### src/rtl/rmfc_pkg.sv
// rmfc_pkg: shared widths, frame layout constants, register indexes and types
// for the frame checker; no dependencies, compiled first
`timescale 1ns / 1ps
`default_nettype none

package rmfc_pkg;

   // default payload capacity handed to the top level
   localparam int DEFAULT_MAX_PAYLOAD = 32;

   // field widths
   localparam int BYTE_W     = 8;
   localparam int LEN_W      = 6;
   localparam int INDEX_W    = 5;
   localparam int CSR_ADDR_W = 2;
   localparam int CSR_DATA_W = 8;

   // frame layout: five lead bytes, direction, command, length, payload
   localparam int LEAD_LEN      = 5;
   localparam int POS_DIRECTION = 5;
   localparam int POS_COMMAND   = 6;
   localparam int POS_LENGTH    = 7;
   localparam int HDR_LEN       = 8;

   localparam logic [BYTE_W-1:0] LEAD_MARK  = 8'hAF;
   localparam logic [BYTE_W-1:0] LEAD_ZERO  = 8'h00;
   localparam logic [BYTE_W-1:0] TRAILER_CR = 8'h0D;
   localparam logic [BYTE_W-1:0] TRAILER_LF = 8'h0A;

   // register reset values
   localparam logic [BYTE_W-1:0] CMD_RESET = 8'd2;
   localparam logic [LEN_W-1:0]  LEN_RESET = 6'd14;
   localparam logic [BYTE_W-1:0] DIR_RESET = 8'd0;

   // register indexes
   typedef enum logic [CSR_ADDR_W-1:0] {
      CSR_EXPECTED_COMMAND = 2'd0,
      CSR_EXPECTED_LENGTH  = 2'd1,
      CSR_DIRECTION_BYTE   = 2'd2
   } csr_index_type;

   // kind of result item
   typedef enum logic {
      RESULT_PAYLOAD = 1'b0,
      RESULT_VERDICT = 1'b1
   } result_kind_type;

   typedef struct packed {
      logic [BYTE_W-1:0] expected_command;
      logic [LEN_W-1:0]  expected_length;
      logic [BYTE_W-1:0] direction_byte;
   } cfg_type;

   typedef struct packed {
      result_kind_type    result_kind;
      logic [BYTE_W-1:0]  payload_byte;
      logic [INDEX_W-1:0] payload_index;
      logic               frame_error;
   } rsp_type;

   // expected lead byte at offsets zero to four
   function automatic logic [BYTE_W-1:0] lead_byte(input logic [2:0] idx);
      logic [BYTE_W-1:0] val;
      unique case (idx)
         3'd0, 3'd1, 3'd4: val = LEAD_MARK;
         default:          val = LEAD_ZERO;
      endcase
      return val;
   endfunction

endpackage

`default_nettype wire

### src/rtl/rmfc_check.sv
// rmfc_check: byte position counter, running checksum and mismatch flag,
// plus the per-byte compare that forms the result; uses rmfc_pkg
`timescale 1ns / 1ps
`default_nettype none

module rmfc_check #(
   parameter int MAX_PAYLOAD = rmfc_pkg::DEFAULT_MAX_PAYLOAD
) (
   input  wire logic                        clock,
   input  wire logic                        reset,
   input  wire logic                        accept,
   input  wire logic [rmfc_pkg::BYTE_W-1:0] rx_byte,
   input  wire logic                        frame_start,
   input  wire rmfc_pkg::cfg_type           cfg,
   output logic                             res_valid,
   output rmfc_pkg::rsp_type                res
);
   import rmfc_pkg::*;

   // position runs up to one past the final trailer byte
   localparam int POS_W = $clog2(MAX_PAYLOAD + HDR_LEN + 4);
   localparam int MAX_W = $clog2(MAX_PAYLOAD + 1);
   localparam int SAT_W = (MAX_W > LEN_W) ? MAX_W : LEN_W;
   localparam int CMP_W = (SAT_W > BYTE_W) ? SAT_W : BYTE_W;

   logic [POS_W-1:0]  pos_ff, pos_in, pos_cur, cs_pos, idx_full;
   logic [BYTE_W-1:0] sum_ff, sum_in, sum_cur;
   logic              mis_ff, mis_in, mis_cur;
   logic              byte_bad, active;
   logic [SAT_W-1:0]  len_sat;

   // payload length saturated at capacity, and checksum offset
   always_comb begin
      len_sat = (SAT_W'(cfg.expected_length) > SAT_W'(MAX_PAYLOAD)) ?
                SAT_W'(MAX_PAYLOAD) : SAT_W'(cfg.expected_length);
      cs_pos  = POS_W'(HDR_LEN) + POS_W'(len_sat);
   end

   // frame start restarts the state before the byte is checked
   always_comb begin
      pos_cur  = frame_start ? '0 : pos_ff;
      sum_cur  = frame_start ? '0 : sum_ff;
      mis_cur  = frame_start ? 1'b0 : mis_ff;
      active   = (pos_cur <= cs_pos + POS_W'(2));
      idx_full = pos_cur - POS_W'(HDR_LEN);
   end

   // compare the byte against what its offset requires
   always_comb begin
      byte_bad          = 1'b0;
      res_valid         = 1'b0;
      res.result_kind   = RESULT_PAYLOAD;
      res.payload_byte  = rx_byte;
      res.payload_index = INDEX_W'(idx_full);
      res.frame_error   = 1'b0;
      priority if (pos_cur < POS_W'(LEAD_LEN)) begin
         byte_bad = (rx_byte != lead_byte(pos_cur[2:0]));
      end else if (pos_cur == POS_W'(POS_DIRECTION)) begin
         byte_bad = (rx_byte != cfg.direction_byte);
      end else if (pos_cur == POS_W'(POS_COMMAND)) begin
         byte_bad = (rx_byte != cfg.expected_command);
      end else if (pos_cur == POS_W'(POS_LENGTH)) begin
         byte_bad = (CMP_W'(rx_byte) != CMP_W'(len_sat));
      end else if (pos_cur < cs_pos) begin
         res_valid = accept;
      end else if (pos_cur == cs_pos) begin
         byte_bad = (rx_byte != sum_cur);
      end else if (pos_cur == cs_pos + POS_W'(1)) begin
         byte_bad = (rx_byte != TRAILER_CR);
      end else if (pos_cur == cs_pos + POS_W'(2)) begin
         byte_bad          = (rx_byte != TRAILER_LF);
         res_valid         = accept;
         res.result_kind   = RESULT_VERDICT;
         res.payload_byte  = '0;
         res.payload_index = '0;
         res.frame_error   = mis_cur | byte_bad;
      end else begin
         // past the trailer: nothing to check until the next frame start
         byte_bad = 1'b0;
      end
   end

   // next state: checksum covers every byte before its own offset
   always_comb begin
      pos_in = pos_cur + POS_W'(1);
      sum_in = (pos_cur < cs_pos) ? sum_cur + rx_byte : sum_cur;
      mis_in = mis_cur | byte_bad;
   end

   always_ff @(posedge clock) begin
      if (reset) begin
         pos_ff <= '0;
         sum_ff <= '0;
         mis_ff <= 1'b0;
      end else if (accept && active) begin
         pos_ff <= pos_in;
         sum_ff <= sum_in;
         mis_ff <= mis_in;
      end
   end

endmodule

`default_nettype wire

### config.mk
export PLATFORM = sky130hd
export DESIGN_NAME = rmfc_check
export DESIGN_NICKNAME = d
export VERILOG_FILES = /design/src/rtl/rmfc_pkg.sv /design/src/rtl/rmfc_check.sv
export SDC_FILE = /design/constraint.sdc
export NUM_CORES = 1
export LEC_CHECK = 0
export BUFFER_PORTS_ARGS = -buffer_cell sky130_fd_sc_hd__buf_4
export CORE_MARGIN = 2
export CORE_UTILIZATION = 50
export CTS_CLUSTER_DIAMETER = 100
export DETAILED_ROUTE_END_ITERATION = 8
export HOLD_SLACK_MARGIN = 0.03
export PLACE_DENSITY = 0.85
export REMOVE_ABC_BUFFERS = 1
export SYNTH_ARGS = -nofsm -noshare
export SYNTH_HDL_FRONTEND = slang
export SYNTH_SLANG_ARGS = --single-unit
### constraint.sdc
create_clock -name clock -period 4 [get_ports clock]
set_input_delay 0.8 -clock clock [delete_from_list [all_inputs] [get_ports clock]]
set_output_delay 0.8 -clock clock [all_outputs]
set_load 0.005 [all_outputs]
### Word-level counts from Yosys, hierarchy flattened

Index checks and enable logic that the tools add are counted.

* bitwise gates (word level): 2
* reductions and logical operators: 3
* mux-type cells: 31
* $add $sub $neg: 6
* equality and inequality tests: 15
* order comparisons: 4

Operator list (count)
* $mux 15: 8
* $mux 8: 4
* $ne 8x8->1: 4
* $eq 6x3->1 const B: 3
* $eq 6x6->1: 3
* $mux 1: 17
* $ne 8x4->1 const B: 2
* $add 6x1->6 const B: 2
* $mux 6: 2
* $add 8x8->8: 1
* $ne 8x6->1: 1
* $add 4x6->6 const A: 1
* $add 6x2->6 const B: 1
* $gt 6x6->1 const B: 1
* $le 6x6->1: 1
* $lt 6x3->1 const B: 1
* $lt 6x6->1: 1
* $sub 5x4->5 const B: 1
* $eq 3x1->1 const B: 1
* $eq 3x3->1 const B: 1
* $logic_not 3->1: 1
* $reduce_or 3->1: 1
* $or 1x1->1: 2
* $logic_and 1x1->1: 1

* output and inout port bits: 16
* logic and storage cells: 64
* flip-flop bits (word level): 15

### Logic depth before layout (Yosys ltp)

* depth in word-level cells: 14
* depth in mapped cells: 13

### Worst setup path after synthesis

No wires, ideal clock.

* path kind: in2out
* from: input port cfg[13] (netlist bit)
* to: output port res[0] (netlist bit)
* setup slack: 92 ps
* cell stages on the path: 12
* arrival time: 3108 ps
* data required time: 3200 ps
* path buffers: 2
* path through: buf_4 nand2b_1 inv_1 ha_1 xnor2_1 xnor2_1 ha_1 nand3_1 nor4_4 and3b_1 buf_6 o21a_1

RTL lines
* start, declared: RTL line rmfc_check.sv:14 `input wire rmfc_pkg::cfg_type cfg,`
* end, declared: RTL line rmfc_check.sv:16 `output rmfc_pkg::rsp_type res`

### Worst setup path in the final report

* from: input port cfg[13] (netlist bit)
* to: output port res_valid

* word-level cells in the longest chain between the ends: 13
* elaborated cells on any way between the ends: 17
* those cells by class: add/sub (3); order compare (2); eq/ne (3); mux (9)

Ends and longest elaborated chain
* $gt 6x6->1: RTL line rmfc_check.sv:34 `len_sat = (SAT_W'(cfg.expected_length) > SAT_W'(MAX_PAYLOAD)) ?`
* $mux 6 (*): RTL line rmfc_check.sv:34
* $add 4x6->6 (*): RTL line rmfc_check.sv:36 `cs_pos = POS_W'(HDR_LEN) + POS_W'(len_sat);`
* $add 6x2->6: RTL line rmfc_check.sv:70 `end else if (pos_cur == cs_pos + POS_W'(2)) begin`
* $eq 6x6->1: RTL line rmfc_check.sv:70
* $mux 1: RTL line rmfc_check.sv:70
* $mux 1: RTL line rmfc_check.sv:68 `end else if (pos_cur == cs_pos + POS_W'(1)) begin`
* $mux 1: RTL line rmfc_check.sv:66 `end else if (pos_cur == cs_pos) begin`
* $mux 1 (*): RTL line rmfc_check.sv:64 `end else if (pos_cur < cs_pos) begin`
* $mux 1 (*): RTL line rmfc_check.sv:62 `end else if (pos_cur == POS_W'(POS_LENGTH)) begin`
* $mux 1 (*): RTL line rmfc_check.sv:60 `end else if (pos_cur == POS_W'(POS_COMMAND)) begin`
* $mux 1 (*): RTL line rmfc_check.sv:58 `end else if (pos_cur == POS_W'(POS_DIRECTION)) begin`
* $mux 1 (*): RTL line rmfc_check.sv:56 `priority if (pos_cur < POS_W'(LEAD_LEN)) begin`
* end, declared: RTL line rmfc_check.sv:15 `output logic res_valid,`

Mark *: on every way between the ends. The rest lies on a longest branch, timed or not.

==> qor.yml <==
cts:
  cts_sinks: 15
  clkLatencyLatePin_ns: 0.25
  postCtsHoldBufs: 0
  h-tree-depth: 1
  clk_pin_slew_ns: 0.06
  root_buffer: "clkbuf_8"
  cts_tree: "built"
  clockBufferDepth: 2
  postCtsSetupBuffers: 0
  cts_buffers: 3
drt:
  vias: 2222
  viasPerCell: 5.625
  routedWlPerCell_um: 14.85
  ant_nets: 0
  wl_um: 5865
  drt_iter0_drc: 69
  drtPass1Iterations: 4
  drc: 0
floorplan:
  ios: 50
  die_x_um: 71.06
  coreArea_um2: 4354
  rows: 24
  initial_utilization_pct: 51.64
  die_y_um: 71.06
  die-area_um2: 5050
synth:
  synth-seq-cells: 15
  synth_top_area_cell: "ha_1"
  syn_avg_cell_area_um2: 7.545
  synth_top_family_by_area: "simple AND/OR/NAND/NOR gates"
  yosys-top-cells-count: "nor2_1, xnor2_1, ha_1"
  yosys-top-cells-area: "ha_1, dfxtp_1, xnor2_1"
  synthAdderAreaFrac_pct: 14.80
  synth_area_um2: 2248
  async_flop_share_pct: 0
  synthXorXnorAreaFrac_pct: 16.30
  synthMostInstantiatedCell: "nor2_1"
  synthMuxAreaShare_pct: 0
  yosysWarnings: 0
  synthCells: 298
  synth_top_area_share_pct: 13.91
  synthSimpleGateAreaFrac_pct: 28.94
  ys.flop_type: "dfxtp_1"
  yosysSeqAreaShare_pct: 13.36
  synthDistinctLibCells: 54
  synth_edf_count: 0
  synth-compound-area-share_pct: 20.14
critical_path:
  critPathCaptureType: "output pin"
  reg2reg_depth: 9
  required_ns: 3.20
  cp.arrival_ns: 3.07
  critPathLaunchType: "input pin"
  crit_fanout: 12
  critical_path_class: "input pin to output pin"
pwr:
  peakVddDrop_v: 0.0002108
  p_per_area_nw_per_um2: 193.3
  leakagePower_nw: 1.198
  p_int_mw: 0.3399
  swShare_pct: 35.27
  seqPwrFrac_pct: 32.3
  power.switching_mw: 0.1852
  clkPwrFrac_pct: 23.4
  p_comb_share_pct: 44.3
  power.total_mw: 0.5251
grt:
  grt_util_all_layers_pct: 23.95
  grt_pass1_wl_um: 9949
  overflow: 0
  grt_start_max_net_pins: 23
  grt_pass1_vias: 2213
  antenna_found_initial: 0
placed_design:
  port_buffers: 49
  place_congestion: 0.9186
  hpwl_um: 4770
  placed_cell_area_um2: 2664
timing:
  fin_crit_ns: 3.869
  fin_worst_skew_ns: 0.008002
  setup_viol_count_final: 0
  max_freq_mhz: 258.4
  post-route-period-util_pct: 96.73
  hold_viol: 0
  tightestPinTransition_ns: 0.5689
  setup-tns-final_ns: 0
  relSlewSlack_pct: 61.68
  rsz0062_at_grt: "no"
  maxSlewViolCount: 0
layout:
  drive_gt1_share_pct: 22.45
  fin_util_pct: 62.39
  syn2layout_area_growth_pct: 20.81
  final_nets: 404
  stdcell_area_um2: 2716
  num_antenna_cells: 0
job:
  maxCapViolations: 0
min_path:
  hold_path.class: "flop to flop"
  min_path_cells: 2
run_status:
  outcome: "complete, no violations"
-- layout make-up --
| type | instances | area, um2 |
|---|---|---|
| Clock buffer | 3 | 41.29 |
| Fill cell | 379 | 1638 |
| Multi-Input combinational cell | 250 | 1809 |
| Timing Repair Buffer | 58 | 435.4 |
| Inverter | 16 | 60.06 |
| Clock inverter | 1 | 5.005 |
| Tap cell | 52 | 65.06 |
| Sequential cell | 15 | 300.3 |
-- power groups by stage --
stage          Combinational (mW)  Clock, mW  Sequential (mW)
6_report                    0.233      0.123            0.169
5_1_grt                     0.258      0.133            0.170
4_1_cts                     0.231      0.126            0.169
3_5_place_dp                0.230          0            0.172
3_3_place_gp                0.224          0            0.172
2_1_floorplan               0.144          0            0.170
-- per-layer routing --
metal	up-vias	GRT usage [%]	routed length, um
met4	0	4.822	90
met3	8	3.419	194
li1	1123	-	-
met1	1037	30.29	2581
met5	-	0	0
met2	54	43.30	2999
-- cells by family after synthesis --
group,after synthesis
compound gates,62
xor+xnor,41
fa+ha+maj,26
buf+inv,33
flops,15
simple gates,121
-- cell usage in the layout (no fill, tap or decap), types with 2 or more instances in the layout --
master / count
a31oi_1: 4
inv_1: 15
nand2_1: 14
a22oi_1: 7
nand2b_1: 7
nand4_1: 9
nand3_1: 6
ha_1: 25
xor2_1: 9
xnor2_1: 31
clkbuf_8: 3
o21a_1: 2
buf_4: 58
nand3b_1: 3
a211oi_1: 5
and3_1: 2
o21ai_0: 8
a21oi_1: 16
dfxtp_1: 15
a21o_1: 4
o21ai_1: 3
nor2b_1: 20
nor3_1: 10
nor2_1: 38
-- registers in the layout (all words and copies together) (netlist names) --
name / flops
pos_ff: 6
sum_ff: 8
mis_ff: 1
-- final timing paths --
check	endpoint	slack [ns]	from
worst min register to register	sum_ff[6]	0.45	sum_ff[6]
worst min-delay path	sum_ff[6]	0.45	sum_ff[6]
worst max-delay path	res_valid	0.13	cfg[13]
worst max register to register	sum_ff[5]	1.54	pos_ff[1]
-- worst max-delay path, cell delays in order --
cell and delay (ns):
buf_4 0.17, nand2b_1 0.19, inv_1 0.09, ha_1 0.21, xnor2_1 0.21, xnor2_1 0.12
ha_1 0.33, nand3_2 0.14, nor4_4 0.18, buf_4 0.19, nor2_1 0.05, nor3b_1 0.24
buf_4 0.15
-- through the flow --
| stage | std cells | hold slack (ns) | setup WS [ns] |
|---|---|---|---|
| after floorplan | 281 | 0.4212 | 0.2003 |
| after global placement | 391 | 0.4402 | 0.2104 |
| after detailed placement | 391 | 0.4420 | 0.08420 |
| after CTS | 395 | 0.4487 | 0.07287 |
| after global routing | 395 | 0.4662 | 0.01738 |
| final | 395 | 0.4475 | 0.1307 |
-- timing repair --
item | CTS | global route
resized for setup | 0 | 2
endpoints found under the setup margin | 0 | 12
hold endpoints to repair | 0 | 0
Note: power is estimated with default switching activity, not from simulation.
